### src/rtl/core/sit_pkg.sv
// ----------------------------------------------------------------------------
// sit_pkg
// Shared types and constants for the serial instruction transfer core.
// ----------------------------------------------------------------------------
package sit_pkg;

  localparam int MAX_BYTES_DEF = 8;
  localparam int ADDR_W        = 11;
  localparam int COUNT_W       = 4;
  localparam int DATA_W        = 64;
  localparam int HDR_W         = 16;
  localparam int BITS_W        = 7;
  localparam int COUNT_POS     = 13;
  localparam int READ_POS      = 15;

  // request codes
  localparam logic REQ_START = 1'b0;
  localparam logic REQ_TICK  = 1'b1;

  typedef struct packed {
    logic               req_type;
    logic               is_read;
    logic [ADDR_W-1:0]  reg_address;
    logic [COUNT_W-1:0] byte_count;
    logic [DATA_W-1:0]  write_data;
    logic               sdio_in;
  } sit_item_t;

  typedef struct packed {
    logic              chip_select_n;
    logic              clock_pulse;
    logic              sdio_out;
    logic              sdio_drive;
    logic              done_res;
    logic [DATA_W-1:0] read_data;
  } sit_result_t;

endpackage

### src/rtl/core/sit_in_stage.sv
// ----------------------------------------------------------------------------
// sit_in_stage
// Input register: holds one item until the transfer engine takes it.
// ----------------------------------------------------------------------------
module sit_in_stage (
  input  logic               clk,
  input  logic               rst,
  input  logic               in_valid,
  output logic               in_ready,
  input  sit_pkg::sit_item_t item_in,
  output logic               held_valid,
  input  logic               advance,
  output sit_pkg::sit_item_t item_held
);

  logic               valid_q;
  sit_pkg::sit_item_t item_q;

  assign in_ready   = !valid_q || advance;
  assign held_valid = valid_q;
  assign item_held  = item_q;

  always_ff @(posedge clk) begin
    if (rst) begin
      valid_q <= 1'b0;
    end else if (in_ready) begin
      valid_q <= in_valid;
    end
  end

  always_ff @(posedge clk) begin
    if (in_valid && in_ready) begin
      item_q <= item_in;
    end
  end

endmodule

### src/rtl/core/sit_engine.sv
// ----------------------------------------------------------------------------
// sit_engine
// Transfer state and per-item logic: header build, bit-slot shifting and
// read-data assembly.
// ----------------------------------------------------------------------------
module sit_engine #(
  parameter int MAX_BYTES = sit_pkg::MAX_BYTES_DEF
) (
  input  logic                 clk,
  input  logic                 rst,
  input  logic                 advance,
  input  sit_pkg::sit_item_t   item,
  output sit_pkg::sit_result_t result
);

  logic                          busy;
  logic                          busy_next;
  logic                          read_mode;
  logic                          read_mode_next;
  logic [sit_pkg::HDR_W-1:0]     header_shift;
  logic [sit_pkg::HDR_W-1:0]     header_shift_next;
  logic [sit_pkg::DATA_W-1:0]    data_shift;
  logic [sit_pkg::DATA_W-1:0]    data_shift_next;
  logic [sit_pkg::DATA_W-1:0]    read_accumulator;
  logic [sit_pkg::DATA_W-1:0]    read_accumulator_next;
  logic [sit_pkg::BITS_W-1:0]    bits_left;
  logic [sit_pkg::BITS_W-1:0]    bits_left_next;
  logic [sit_pkg::BITS_W-1:0]    data_bits_total;
  logic [sit_pkg::BITS_W-1:0]    data_bits_total_next;

  logic [sit_pkg::COUNT_W-1:0]   count;
  logic [1:0]                    len_field;
  logic [sit_pkg::BITS_W-1:0]    start_bits;

  assign count = (item.byte_count > sit_pkg::COUNT_W'(MAX_BYTES))
               ? sit_pkg::COUNT_W'(MAX_BYTES) : item.byte_count;
  assign len_field = (count > 4'd3) ? 2'd3 : 2'(count - 4'd1);
  assign start_bits = {count, 3'b000};

  always_comb begin
    busy_next             = busy;
    read_mode_next        = read_mode;
    header_shift_next     = header_shift;
    data_shift_next       = data_shift;
    read_accumulator_next = read_accumulator;
    bits_left_next        = bits_left;
    data_bits_total_next  = data_bits_total;

    result.chip_select_n = 1'b1;
    result.clock_pulse   = 1'b0;
    result.sdio_out      = 1'b0;
    result.sdio_drive    = 1'b1;
    result.done_res      = 1'b0;
    result.read_data     = '0;

    if (item.req_type == sit_pkg::REQ_START) begin
      if (busy) begin
        result.chip_select_n = 1'b0;
        result.sdio_drive    = !read_mode;
      end else if (count == '0) begin
        result.done_res = 1'b1;
      end else begin
        read_mode_next = item.is_read;
        header_shift_next = {item.is_read, len_field, 2'b00, item.reg_address};
        data_bits_total_next = start_bits;
        // left-justify the low count bytes
        data_shift_next = item.write_data << (7'd64 - start_bits);
        read_accumulator_next = '0;
        bits_left_next = 7'(sit_pkg::HDR_W) + start_bits;
        busy_next = 1'b1;
        result.chip_select_n = 1'b0;
      end
    end else if (busy) begin
      result.chip_select_n = 1'b0;
      result.clock_pulse   = 1'b1;
      if (bits_left > data_bits_total) begin
        result.sdio_out   = header_shift[sit_pkg::HDR_W-1];
        header_shift_next = {header_shift[sit_pkg::HDR_W-2:0], 1'b0};
      end else if (read_mode) begin
        result.sdio_drive     = 1'b0;
        read_accumulator_next = {read_accumulator[sit_pkg::DATA_W-2:0], item.sdio_in};
      end else begin
        result.sdio_out = data_shift[sit_pkg::DATA_W-1];
        data_shift_next = {data_shift[sit_pkg::DATA_W-2:0], 1'b0};
      end
      bits_left_next = bits_left - 7'd1;
      if (bits_left_next == '0) begin
        result.done_res  = 1'b1;
        result.read_data = read_mode ? read_accumulator_next : '0;
        busy_next        = 1'b0;
      end
    end
  end

  always_ff @(posedge clk) begin
    if (rst) begin
      busy      <= 1'b0;
      read_mode <= 1'b0;
    end else if (advance) begin
      busy      <= busy_next;
      read_mode <= read_mode_next;
    end
  end

  always_ff @(posedge clk) begin
    if (advance) begin
      header_shift     <= header_shift_next;
      data_shift       <= data_shift_next;
      read_accumulator <= read_accumulator_next;
      bits_left        <= bits_left_next;
      data_bits_total  <= data_bits_total_next;
    end
  end

endmodule

### src/rtl/core/sit_out_stage.sv
// ----------------------------------------------------------------------------
// sit_out_stage
// Result register: holds one finished result until the consumer takes it.
// ----------------------------------------------------------------------------
module sit_out_stage (
  input  logic                 clk,
  input  logic                 rst,
  input  logic                 load,
  input  sit_pkg::sit_result_t result_in,
  output logic                 room,
  output logic                 out_valid,
  input  logic                 out_ready,
  output sit_pkg::sit_result_t result_out
);

  logic                 valid_q;
  sit_pkg::sit_result_t result_q;

  assign room       = !valid_q || out_ready;
  assign out_valid  = valid_q;
  assign result_out = result_q;

  always_ff @(posedge clk) begin
    if (rst) begin
      valid_q <= 1'b0;
    end else if (room) begin
      valid_q <= load;
    end
  end

  always_ff @(posedge clk) begin
    if (load) begin
      result_q <= result_in;
    end
  end

endmodule

### src/rtl/core/spi_instruction_transfer_core.sv
// ----------------------------------------------------------------------------
// spi_instruction_transfer_core
// Three-wire serial master for register access: 16-bit instruction header
// followed by up to MAX_BYTES data bytes, written or read one bit per tick.
// ----------------------------------------------------------------------------
//  channel | handshake            | payload
//  --------+----------------------+------------------------------------------
//  in      | in_valid / in_ready  | req_type is_read reg_address byte_count
//          |                      | write_data sdio_in
//  out     | out_valid/ out_ready | chip_select_n clock_pulse sdio_out
//          |                      | sdio_drive done_res read_data
//
// One item per clock while out is not stalled; each item gives one result,
// passing through the input register and then the result register.
// The transfer state advances only when the held item moves into the
// result register, so a stall on out holds everything in place.
// rst is synchronous and clears the valid flags and the busy/read state.
// ----------------------------------------------------------------------------
module spi_instruction_transfer_core #(
  parameter int MAX_BYTES = sit_pkg::MAX_BYTES_DEF
) (
  input  logic                           clk,
  input  logic                           rst,
  input  logic                           in_valid,
  output logic                           in_ready,
  input  logic                           req_type,
  input  logic                           is_read,
  input  logic [sit_pkg::ADDR_W-1:0]     reg_address,
  input  logic [sit_pkg::COUNT_W-1:0]    byte_count,
  input  logic [sit_pkg::DATA_W-1:0]     write_data,
  input  logic                           sdio_in,
  output logic                           out_valid,
  input  logic                           out_ready,
  output logic                           chip_select_n,
  output logic                           clock_pulse,
  output logic                           sdio_out,
  output logic                           sdio_drive,
  output logic                           done_res,
  output logic [sit_pkg::DATA_W-1:0]     read_data
);

  sit_pkg::sit_item_t   item_in;
  sit_pkg::sit_item_t   item_held;
  sit_pkg::sit_result_t result_next;
  sit_pkg::sit_result_t result_out;
  logic                 held_valid;
  logic                 room;
  logic                 advance;

  assign item_in.req_type    = req_type;
  assign item_in.is_read     = is_read;
  assign item_in.reg_address = reg_address;
  assign item_in.byte_count  = byte_count;
  assign item_in.write_data  = write_data;
  assign item_in.sdio_in     = sdio_in;

  assign advance = held_valid && room;

  sit_in_stage u_in (
    .clk        (clk),
    .rst        (rst),
    .in_valid   (in_valid),
    .in_ready   (in_ready),
    .item_in    (item_in),
    .held_valid (held_valid),
    .advance    (advance),
    .item_held  (item_held)
  );

  sit_engine #(
    .MAX_BYTES (MAX_BYTES)
  ) u_engine (
    .clk     (clk),
    .rst     (rst),
    .advance (advance),
    .item    (item_held),
    .result  (result_next)
  );

  sit_out_stage u_out (
    .clk        (clk),
    .rst        (rst),
    .load       (advance),
    .result_in  (result_next),
    .room       (room),
    .out_valid  (out_valid),
    .out_ready  (out_ready),
    .result_out (result_out)
  );

  assign chip_select_n = result_out.chip_select_n;
  assign clock_pulse   = result_out.clock_pulse;
  assign sdio_out      = result_out.sdio_out;
  assign sdio_drive    = result_out.sdio_drive;
  assign done_res      = result_out.done_res;
  assign read_data     = result_out.read_data;

endmodule

### config.mk
export PLATFORM = sky130hd
export DESIGN_NAME = spi_instruction_transfer_core
export DESIGN_NICKNAME = d
export VERILOG_FILES = /design/src/rtl/core/sit_pkg.sv /design/src/rtl/core/sit_in_stage.sv /design/src/rtl/core/sit_engine.sv /design/src/rtl/core/sit_out_stage.sv /design/src/rtl/core/spi_instruction_transfer_core.sv
export SDC_FILE = /design/constraint.sdc
export NUM_CORES = 1
export LEC_CHECK = 0
export ABC_AREA = 1
export BUFFER_PORTS_ARGS = -buffer_cell sky130_fd_sc_hd__buf_2
export CAP_MARGIN = 20
export CORE_UTILIZATION = 54
export DETAILED_ROUTE_END_ITERATION = 7
export PLACE_DENSITY = 0.77
export SLEW_MARGIN = 20
export SYNTH_ARGS = -nofsm -noshare
export SYNTH_HDL_FRONTEND = slang
export SYNTH_SLANG_ARGS = --single-unit
### constraint.sdc
create_clock -name clk -period 7.2 [get_ports clk]
set_input_delay 0 -clock clk [delete_from_list [all_inputs] [get_ports clk]]
set_output_delay 0 -clock clk [all_outputs]
set_load 0.03 [all_outputs]
* Yosys cells after proc, flatten, opt, wreduce, memory -nomap -nowiden
Index checks and enable logic that the tools add are counted.
Word-level totals: logic and storage cells 93, input bits 86, bits in registers 310, output and inout port bits 71
Cells by class: multiplexer cells 40, reductions and logical operators 15, shift operators 1, $add $sub $neg 4, bitwise operators 3, order comparisons 3, equal/unequal tests 6
Operators by type and width (number):
- $mux 64 | 13
- $mux 16 | 5
- $mux 69 | 1
- $mux 65 | 1
- $shl 64x7->64 | 1
- $mux 7 | 4
- $mux 1 | 13
- $reduce_and 4->1 | 3
- $ne 2x2->1 const B | 5
- $add 5x7->7 const A | 1
- $gt 7x7->1 | 1
- $logic_not 7->1 | 1
- $sub 7x1->7 const B | 1
- $sub 7x7->7 const A | 1
- $reduce_and 6->1 | 1
- $reduce_and 5->1 | 1
- $gt 4x2->1 const B | 1
- $gt 4x4->1 const B | 1
- $logic_not 4->1 | 1
- $mux 2 | 2
- $mux 4 | 1
- $logic_not 1->1 | 3
- $not 1->1 | 3
- $logic_and 1x1->1 | 2
- other kinds (4) | 5

* Logic depth before layout (Yosys ltp)
Gate-level depths: netlist (run 1).
depth in word-level cells 7, gate-level depth with buffers 13, mapped depth without buffers 11

* Cells and area by module
From an unflattened synthesis (run 1), not the netlist that was laid out.
Unflattened totals: cells, all modules 1631, area, all modules 14925.6 µm²
By module, submodules not included:
- sit_engine | times used 1, sequential area each 4694.5 µm², cells an instance 1467, area an instance 10293.6 µm²
- sit_in_stage | times used 1, sequential area each 2482.4 µm², cells an instance 88, area an instance 2509.9 µm²
- sit_out_stage | times used 1, sequential area each 2092.0 µm², cells an instance 74, area an instance 2114.5 µm²
- spi_instruction_transfer_core | times used 1, sequential area each 0.0 µm², cells an instance 2, area an instance 7.5 µm²

* Worst setup path before layout (run 1)
OpenSTA, ideal clock, no wires.
path kind register to register, from register u_out.valid_q, in the netlist u_out.out_valid, to register u_engine.data_shift[0] (netlist name) (enable), path buffers 0, clock period less this slack 7.187 ns, data required time 6.782 ns, setup slack 0.013 ns, cell stages (with the launch flop) 8, arrival time 6.769 ns, path through dfxtp_1 nand2_1 nand2_1 inv_1 nand2_1 nor2_1 nand3_1 inv_1
On the way: longest elaborated chain between the ends 4
Ends and longest elaborated chain:
- from (decl) | line sit_out_stage.sv:16 | logic valid_q;
- from (signal assigned) | line sit_out_stage.sv:27 | valid_q <= load;
- $logic_not 1->1 | line sit_out_stage.sv:19 | assign room = !valid_q || out_ready;
- $logic_or 1x1->1 | line sit_out_stage.sv:19
- $logic_and 1x1->1 | line spi_instruction_transfer_core.sv:57 | assign advance = held_valid && room;
- named net advance | line spi_instruction_transfer_core.sv:48 | logic advance;
- $reduce_and 6->1 (no source line)
- to (signal assigned) | line sit_engine.sv:108 | data_shift <= data_shift_next;
- to (decl) | line sit_engine.sv:22 | logic [sit_pkg::DATA_W-1:0] data_shift;
The timed path passes the listed nets, and every way through them passes these cells. A chain may end at the register's enable or synchronous reset.

* Worst setup path in the final report (run 1)
from register u_in.item_q, in the netlist u_in.item_held[68], to register u_engine.data_shift[10] (netlist name) (enable)
On the way: longest elaborated chain between the ends 5
Ends and longest elaborated chain:
- from (decl) | line sit_in_stage.sv:17 | sit_pkg::sit_item_t item_q;
- from (signal assigned) | line sit_in_stage.sv:33 | item_q <= item_in;
- $gt 4x4->1 | line sit_engine.sv:35 | assign count = (item.byte_count > sit_pkg::COUNT_W'(MAX_BYTES))
- $mux 4 (*) | line sit_engine.sv:36 | ? sit_pkg::COUNT_W'(MAX_BYTES) : item.byte_count;
- $logic_not 4->1 (*) | line sit_engine.sv:60 | end else if (count == '0) begin
- $ne 2x2->1 (no source line) (*)
- $reduce_and 6->1 (no source line) (*)
Every way passes the cells marked *; elsewhere a longest branch is shown, timed or not.

==> impl_metrics.json, run 1 <==
{
  "outcome": "complete, no violations",
  "place_ws_ps": 3240,
  "vdd_drop_max_mv": 0.189,
  "viasPerCell": 5.30,
  "final_net_count": 1831,
  "avgSynthCellArea_um2": 9.82,
  "min_from": "out_ready",
  "placed_cells": 1981,
  "num_antenna_cells": 0,
  "swShare": 0.255,
  "p_clk_frac": 0.385,
  "cts_sinks": 310,
  "routed_wl_mm": 33.8,
  "slew_viol_final": 0,
  "hold_end": "u_engine.busy$_SDFFE_PP0P_",
  "slew_headroom": 0.301,
  "cts_buffer_depth": 3,
  "grt_pass1_vias": 10828,
  "pwr-share-comb": 0.124,
  "rows": 60,
  "cts_tree": "done",
  "syn-cell-area_um2": 15000,
  "synth_seq_cells": 310,
  "layout_setup_ws_ps": 3280,
  "antenna_found_initial": 0,
  "hold_violations": 0,
  "dp_hpwl_mm": 19.8,
  "core_area_um2": 27200,
  "skew_ps": 32.7,
  "fmax_mhz": 255,
  "ant_nets": 0,
  "multi_input_area_um2": 4660,
  "clock-root-buffer": "clkbuf_16",
  "rsz0062_at_grt": "no",
  "wl_per_cell_um": 15.9,
  "die_area_um2": 28500,
  "regToRegEndpoint": "u_engine.data_shift[10]$_DFFE_PP_",
  "via_count": 11287,
  "track_usage": 0.239,
  "overflow": 0,
  "regToRegSetupSlack_ps": 3280,
  "yosysWarnings": 0,
  "clkTransAtPathRegs_ps": 60,
  "fin_util": 0.659,
  "grt_pass1_wl_mm": 53.9,
  "grt_max_degree": 132,
  "reg2reg_from": "u_in.item_held[68]$_DFFE_PP_",
  "final_common_cell": "nand2_1",
  "syn_nets": 1630,
  "worst_pin_slew_ps": 1050,
  "die_w_um": 169,
  "yosysUniqueCellTypes": 42,
  "finalNonFillerCells": 2130,
  "leakagePower_nw": 7.29,
  "yosys.area.top_type": "edfxtp_1",
  "drc_errors": 0,
  "regArea_um2": 9270,
  "cp-end-kind": "register",
  "synth_top_area_frac": 0.611,
  "p_switching_mw": 1.10,
  "die_h_um": 169,
  "period_share": 0.544,
  "drive_gt1_frac": 0.195,
  "internal-power_mw": 3.23,
  "setup_tns_ps": 0,
  "cts_inserted_buffers": 34,
  "period_needed_ps": 3920,
  "arrival_ps": 4040,
  "worstPathMaxFanout": 88,
  "post_cts_resized": 0,
  "start_kind": "register",
  "firstDrtPassIters": 6,
  "drtIter0Drc": 1095,
  "fillers": 2069,
  "area_delta_synth_final_pct": 18.9,
  "place_congestion": 0.867,
  "hold_class": "input port to register",
  "hold_slack_ps": 125,
  "final_cell_mix": "368 x nand2_1, 306 x edfxtp_1, 185 x o21ai_0",
  "cts_max_level": 2,
  "num_io_pins": 157,
  "start_util": 0.554,
  "synthTopCellsByArea": "edfxtp_1 61%, nand2_1 9.2%, o21ai_0 6.2%",
  "worstSkewPairLatency_ps": 530,
  "numPortBuffers": 156,
  "synth_cells": 1532,
  "maxCapViolCount": 0,
  "setup_viol": 0,
  "power_density_nw_per_um2": 242,
  "cp.required_ps": 7320,
  "crit_type": "register to register",
  "sequentialPowerShare": 0.491,
  "r2r_cells": 10,
  "synth.yosys.seq_area_share": 0.616,
  "holdPathStages": 6
}
[sequential cells by signal, indices dropped and copies added (netlist names), 4 cells and up]
register and flops:
u_engine.bits_left 7, u_engine.data_bits_total 4, u_engine.data_shift 64, u_engine.header_shift 16, u_engine.read_accumulator 64, u_in.item_held 82, u_out.result_out 69
[metal layers]
layer | routed length (um) | global-route usage
met4 | 1300 | 0.103
met5 | 0 | 0
met3 | 2100 | 0.0358
met1 | 13900 | 0.306
met2 | 16600 | 0.404
[power groups by stage]
stage	clock, mW	sequential (mW)	combinational [mW]
after floorplan	0	2.19	0.337
after detailed placement	0	2.17	0.479
after global routing	1.75	2.14	0.596
after CTS	1.68	2.13	0.519
after global placement	0	2.17	0.465
final	1.67	2.13	0.538
[worst max-delay path, cell delays in order (launching register included)]
cell      delay (ps)
edfxtp_1         480
inv_2            190
nand2_4          460
ha_4             410
nand2_1          110
nor2_1            90
nor2_4           120
buf_4            710
nand3_1          180
inv_2             80
buf_4            660
[stage by stage]
| step | power (mW) | area, um2 |
|---|---|---|
| after CTS | 4.33 | 17800 |
| after global placement | 2.63 | 15900 |
| after floorplan | 2.53 | 15000 |
| after detailed placement | 2.65 | 15900 |
| final | 4.33 | 17900 |
| after global routing | 4.48 | 17900 |
[worst max path at each step]
stage,startpoint,endpoint,slack [ps],depth (start not counted)
floorplan,u_out.out_valid$_SDFFE_PP0P_,u_engine.data_shift[0]$_SDFFCE_PP0P_,10,7
global placement,u_in.item_held[68]$_DFFE_PP_,u_engine.data_shift[1]$_DFFE_PP_,3290,10
detailed placement,u_in.item_held[68]$_DFFE_PP_,u_engine.data_shift[0]$_SDFFCE_PP0P_,3240,10
CTS,u_in.item_held[68]$_DFFE_PP_,u_engine.data_shift[6]$_DFFE_PP_,3210,10
global route,u_in.item_held[68]$_DFFE_PP_,u_engine.data_shift[10]$_DFFE_PP_,2990,10
finish,u_in.item_held[68]$_DFFE_PP_,u_engine.data_shift[10]$_DFFE_PP_,3280,10
[cells in the mapped netlist]
master,number
buf_1,7
dfxtp_1,4
edfxtp_1,306
o21ai_0,185
buf_12,1
xnor2_1,1
nor2_8,1
o21ai_1,35
o21ai_2,19
nand4_1,2
xor2_1,2
nand2_4,2
nand2_2,2
nand3b_1,3
buf_6,9
inv_6,1
nand4_4,1
nand3_1,60
buf_2,27
ha_1,12
inv_2,5
o22ai_1,1
nand2_1,369
nor2_2,61
nor3_1,3
xor2_4,1
nor2_1,132
inv_4,1
clkbuf_1,40
a22o_1,1
clkinv_1,1
inv_1,177
o21a_1,6
buf_4,3
nor2_4,3
o211ai_4,1
a31oi_1,2
or2_2,18
a21oi_1,9
o31ai_1,1
o211ai_1,9
o211ai_2,8
[area by class of cell]
type,count,share of cell area
clock buffer,42,0.0504
tap,372,0.0260
multi-input combinational,950,0.260
sequential,310,0.518
clock inverter,19,0.00881
timing repair buffer,252,0.0972
inverter,185,0.0392
[timing repair]
action                                 in CTS  in global routing
setup buffers                               0                  0
endpoints found under the hold margin      87                  0
hold buffers                               87                  0
[cells by family (layout without fill, tap and decap cells)]
group,count (synthesis),in the layout,share of synthesized area
AND/OR/NAND/NOR,657,657,0.188
flip-flops,310,310,0.616
AO/OA/AOI/OAI,277,277,0.105
buffers and inverters,272,498,0.0769
adder cells (fa/ha/maj),12,12,0.00998
XOR/XNOR,4,4,0.00358
No activity file was read; power rests on OpenSTA's default activity.
==> inputs of run 2 (changes only) <==
- ABC_AREA: 1 -> 0
- CORE_UTILIZATION: 54 -> 53
- PLACE_DENSITY: 0.77 -> 0.76
- clock period: 7.2 -> 3.6 ns (I/O delays scaled with it)
==> impl_metrics.json, run 2 <==
{
  "period_needed_ps": 2950,
  "worstPathMaxFanout": 64,
  "firstDrtPassIters": 7,
  "yosysUniqueCellTypes": 51,
  "swShare": 0.220,
  "yosysWarnings": 0,
  "drive_gt1_frac": 0.223,
  "overflow": 0,
  "arrival_ps": 3330,
  "worst_pin_slew_ps": 1110,
  "fmax_mhz": 339,
  "final_common_cell": "edfxtp_1",
  "via_count": 8513,
  "synth_top_area_frac": 0.681,
  "leakagePower_nw": 6.14,
  "async_flop_share": 0,
  "area_delta_synth_final_pct": 22.6,
  "synthTopCellsByArea": "edfxtp_1 68%, mux2i_1 7.6%, nor2_1 4.3%",
  "p_clk_frac": 0.407,
  "grt_pass1_wl_mm": 45.0,
  "synth_top_family_by_area": "multiplexers",
  "rows": 58,
  "wl_per_cell_um": 18.6,
  "synth_seq_cells": 310,
  "cts_sinks": 310,
  "cp-end-kind": "register",
  "clkTransAtPathRegs_ps": 60,
  "worstSkewPairLatency_ps": 550,
  "setup_viol": 0,
  "skew_ps": 11.6,
  "die_w_um": 162,
  "slew_headroom": 0.256,
  "synth.yosys.seq_area_share": 0.687,
  "start_util": 0.539,
  "finalPower_mw": 8.48,
  "slew_viol_final": 0,
  "numPortBuffers": 156,
  "routed_wl_mm": 28.3,
  "die_area_um2": 26100,
  "synth-xor-area-share": 0.00520,
  "internal-power_mw": 6.61,
  "power_density_nw_per_um2": 513,
  "hold_class": "input port to register",
  "cts_max_level": 1,
  "largest_register_ffs": 82,
  "synthAdderAreaFrac": 0.0111,
  "avgSynthCellArea_um2": 14.4,
  "dp_hpwl_mm": 16.4,
  "hold_violations": 0,
  "yosys.area.top_type": "edfxtp_1",
  "synthMuxAreaShare": 0.110,
  "num_antenna_cells": 0,
  "fin_util": 0.660,
  "start_kind": "register",
  "crit_type": "register to register",
  "track_usage": 0.219,
  "final_cell_mix": "306 x edfxtp_1, 156 x buf_2, 153 x nor2_1",
  "cts_inserted_buffers": 31,
  "vdd_drop_max_mv": 0.468,
  "cts_buffer_depth": 3,
  "outcome": "complete, no violations",
  "drtIter0Drc": 866,
  "syn_nets": 1036,
  "sequentialPowerShare": 0.501,
  "rsz0062_at_grt": "no",
  "final_net_count": 1267,
  "synth.most_common_cell": "edfxtp_1",
  "synth_compound_area_frac": 0.0693,
  "period_share": 0.819,
  "clock-root-buffer": "clkbuf_16",
  "grt_pass1_vias": 8441,
  "yosys.area_share.simple": 0.0833,
  "maxCapViolCount": 0,
  "synth-main-ff-cell": "edfxtp_1",
  "post_cts_resized": 0,
  "drc_errors": 0,
  "p_switching_mw": 1.87,
  "ant_nets": 0,
  "pwr-share-comb": 0.092,
  "viasPerCell": 5.59,
  "setup_tns_ps": 0,
  "num_io_pins": 157,
  "cts_setup_buffers": 0,
  "antenna_found_initial": 0,
  "syn-cell-area_um2": 13500,
  "synth_edf_count": 306,
  "cp.required_ps": 3980,
  "synth_top_cells_by_count": "306 x edfxtp_1, 154 x nor2_1, 103 x mux2i_1",
  "core_area_um2": 25000,
  "grt_max_degree": 86,
  "place_congestion": 0.791,
  "die_h_um": 162,
  "synth_cells": 938,
  "cts_tree": "done",
  "cts.hold.buffers_added": 86
}
[run 2: changes by cell type after synthesis, moves of 14 or more]
cell | before | now
a222oi_1 | 0 | 16
a22o_1 | 1 | 26
inv_1 | 177 | 31
mux2i_1 | 0 | 103
mux4_2 | 0 | 14
nand2_1 | 369 | 56
nand3_1 | 60 | 16
nor2_1 | 132 | 154
nor2_2 | 61 | 1
o21ai_0 | 185 | 15
o21ai_1 | 35 | 15
o21ai_2 | 19 | 1
or2_2 | 18 | 0
[run 2: final timing paths]
| path | startpoint | to | slack (ps) | cells after the start |
|---|---|---|---|---|
| worst max register to register | u_engine.bits_left[0]$_SDFFCE_PN0P_ | u_out.result_out[12]$_SDFFCE_PN0P_ | 650 | 7 |
| worst max-delay path | u_engine.bits_left[0]$_SDFFCE_PN0P_ | u_out.result_out[12]$_SDFFCE_PN0P_ | 650 | 7 |
| worst min register to register | u_engine.header_shift[11]$_SDFFCE_PN0P_ | u_engine.header_shift[12]$_SDFFCE_PN0P_ | 530 | 1 |
| worst min-delay path | reg_address[1] | u_in.item_held[70]$_DFFE_PP_ | 160 | 2 |
[run 2: power groups by stage]
stage	clock network, mW	logic [mW]	registers (mW)
2_1_floorplan	0	0.443	4.34
3_3_place_gp	0	0.677	4.31
3_5_place_dp	0	0.698	4.32
4_1_cts	3.50	0.771	4.24
5_1_grt	3.64	0.854	4.26
6_report	3.45	0.784	4.25
[run 2: kinds of logic after synthesis]
kind of cell | count (synthesis)
buffers and inverters | 94
DFF | 310
adders and majority gates | 12
AOI/OAI and AO/OA | 124
xor gates and xnor gates | 8
muxes | 129
and+or+nand+nor | 261
[run 2: per-layer routing]
| metal | track usage | vias up | part of all wire |
|---|---|---|---|
| met5 | 0 | - | 0 |
| met4 | 0.0575 | 0 | 0.020 |
| met3 | 0.0324 | 50 | 0.070 |
| met2 | 0.368 | 371 | 0.50 |
| met1 | 0.301 | 4118 | 0.41 |
| li1 | - | 3974 | - |
[run 2: layout make-up]
| cell class | instances | area, um2 |
|---|---|---|
| Inverter | 34 | 128 |
| Multi-Input combinational cell | 534 | 3800 |
| Clock buffer | 42 | 837 |
| Clock inverter | 15 | 256 |
| Tap cell | 330 | 413 |
| Fill cell | 1722 | 8500 |
| Sequential cell | 310 | 9270 |
| Timing Repair Buffer | 258 | 1820 |
[run 2: critical path: stages, from the launching register on]
cell      delay, ps
edfxtp_1        500
inv_1           130
ha_1            270
nor3b_1         460
a22o_1          230
o21ai_2          80
or4_4           820
nor2_1          250
[run 2: stage by stage]
| stage | area, um2 | setup slack, ps | hold WS (ps) | instances |
|---|---|---|---|---|
| floorplan | 13500 | 344 | 69.1 | 938 |
| global placement | 14600 | 894 | 176 | 1380 |
| detailed placement | 14600 | 669 | 178 | 1380 |
| CTS | 16500 | 657 | 135 | 1523 |
| global route | 16500 | 503 | 144 | 1523 |
| finish | 16500 | 650 | 160 | 1523 |
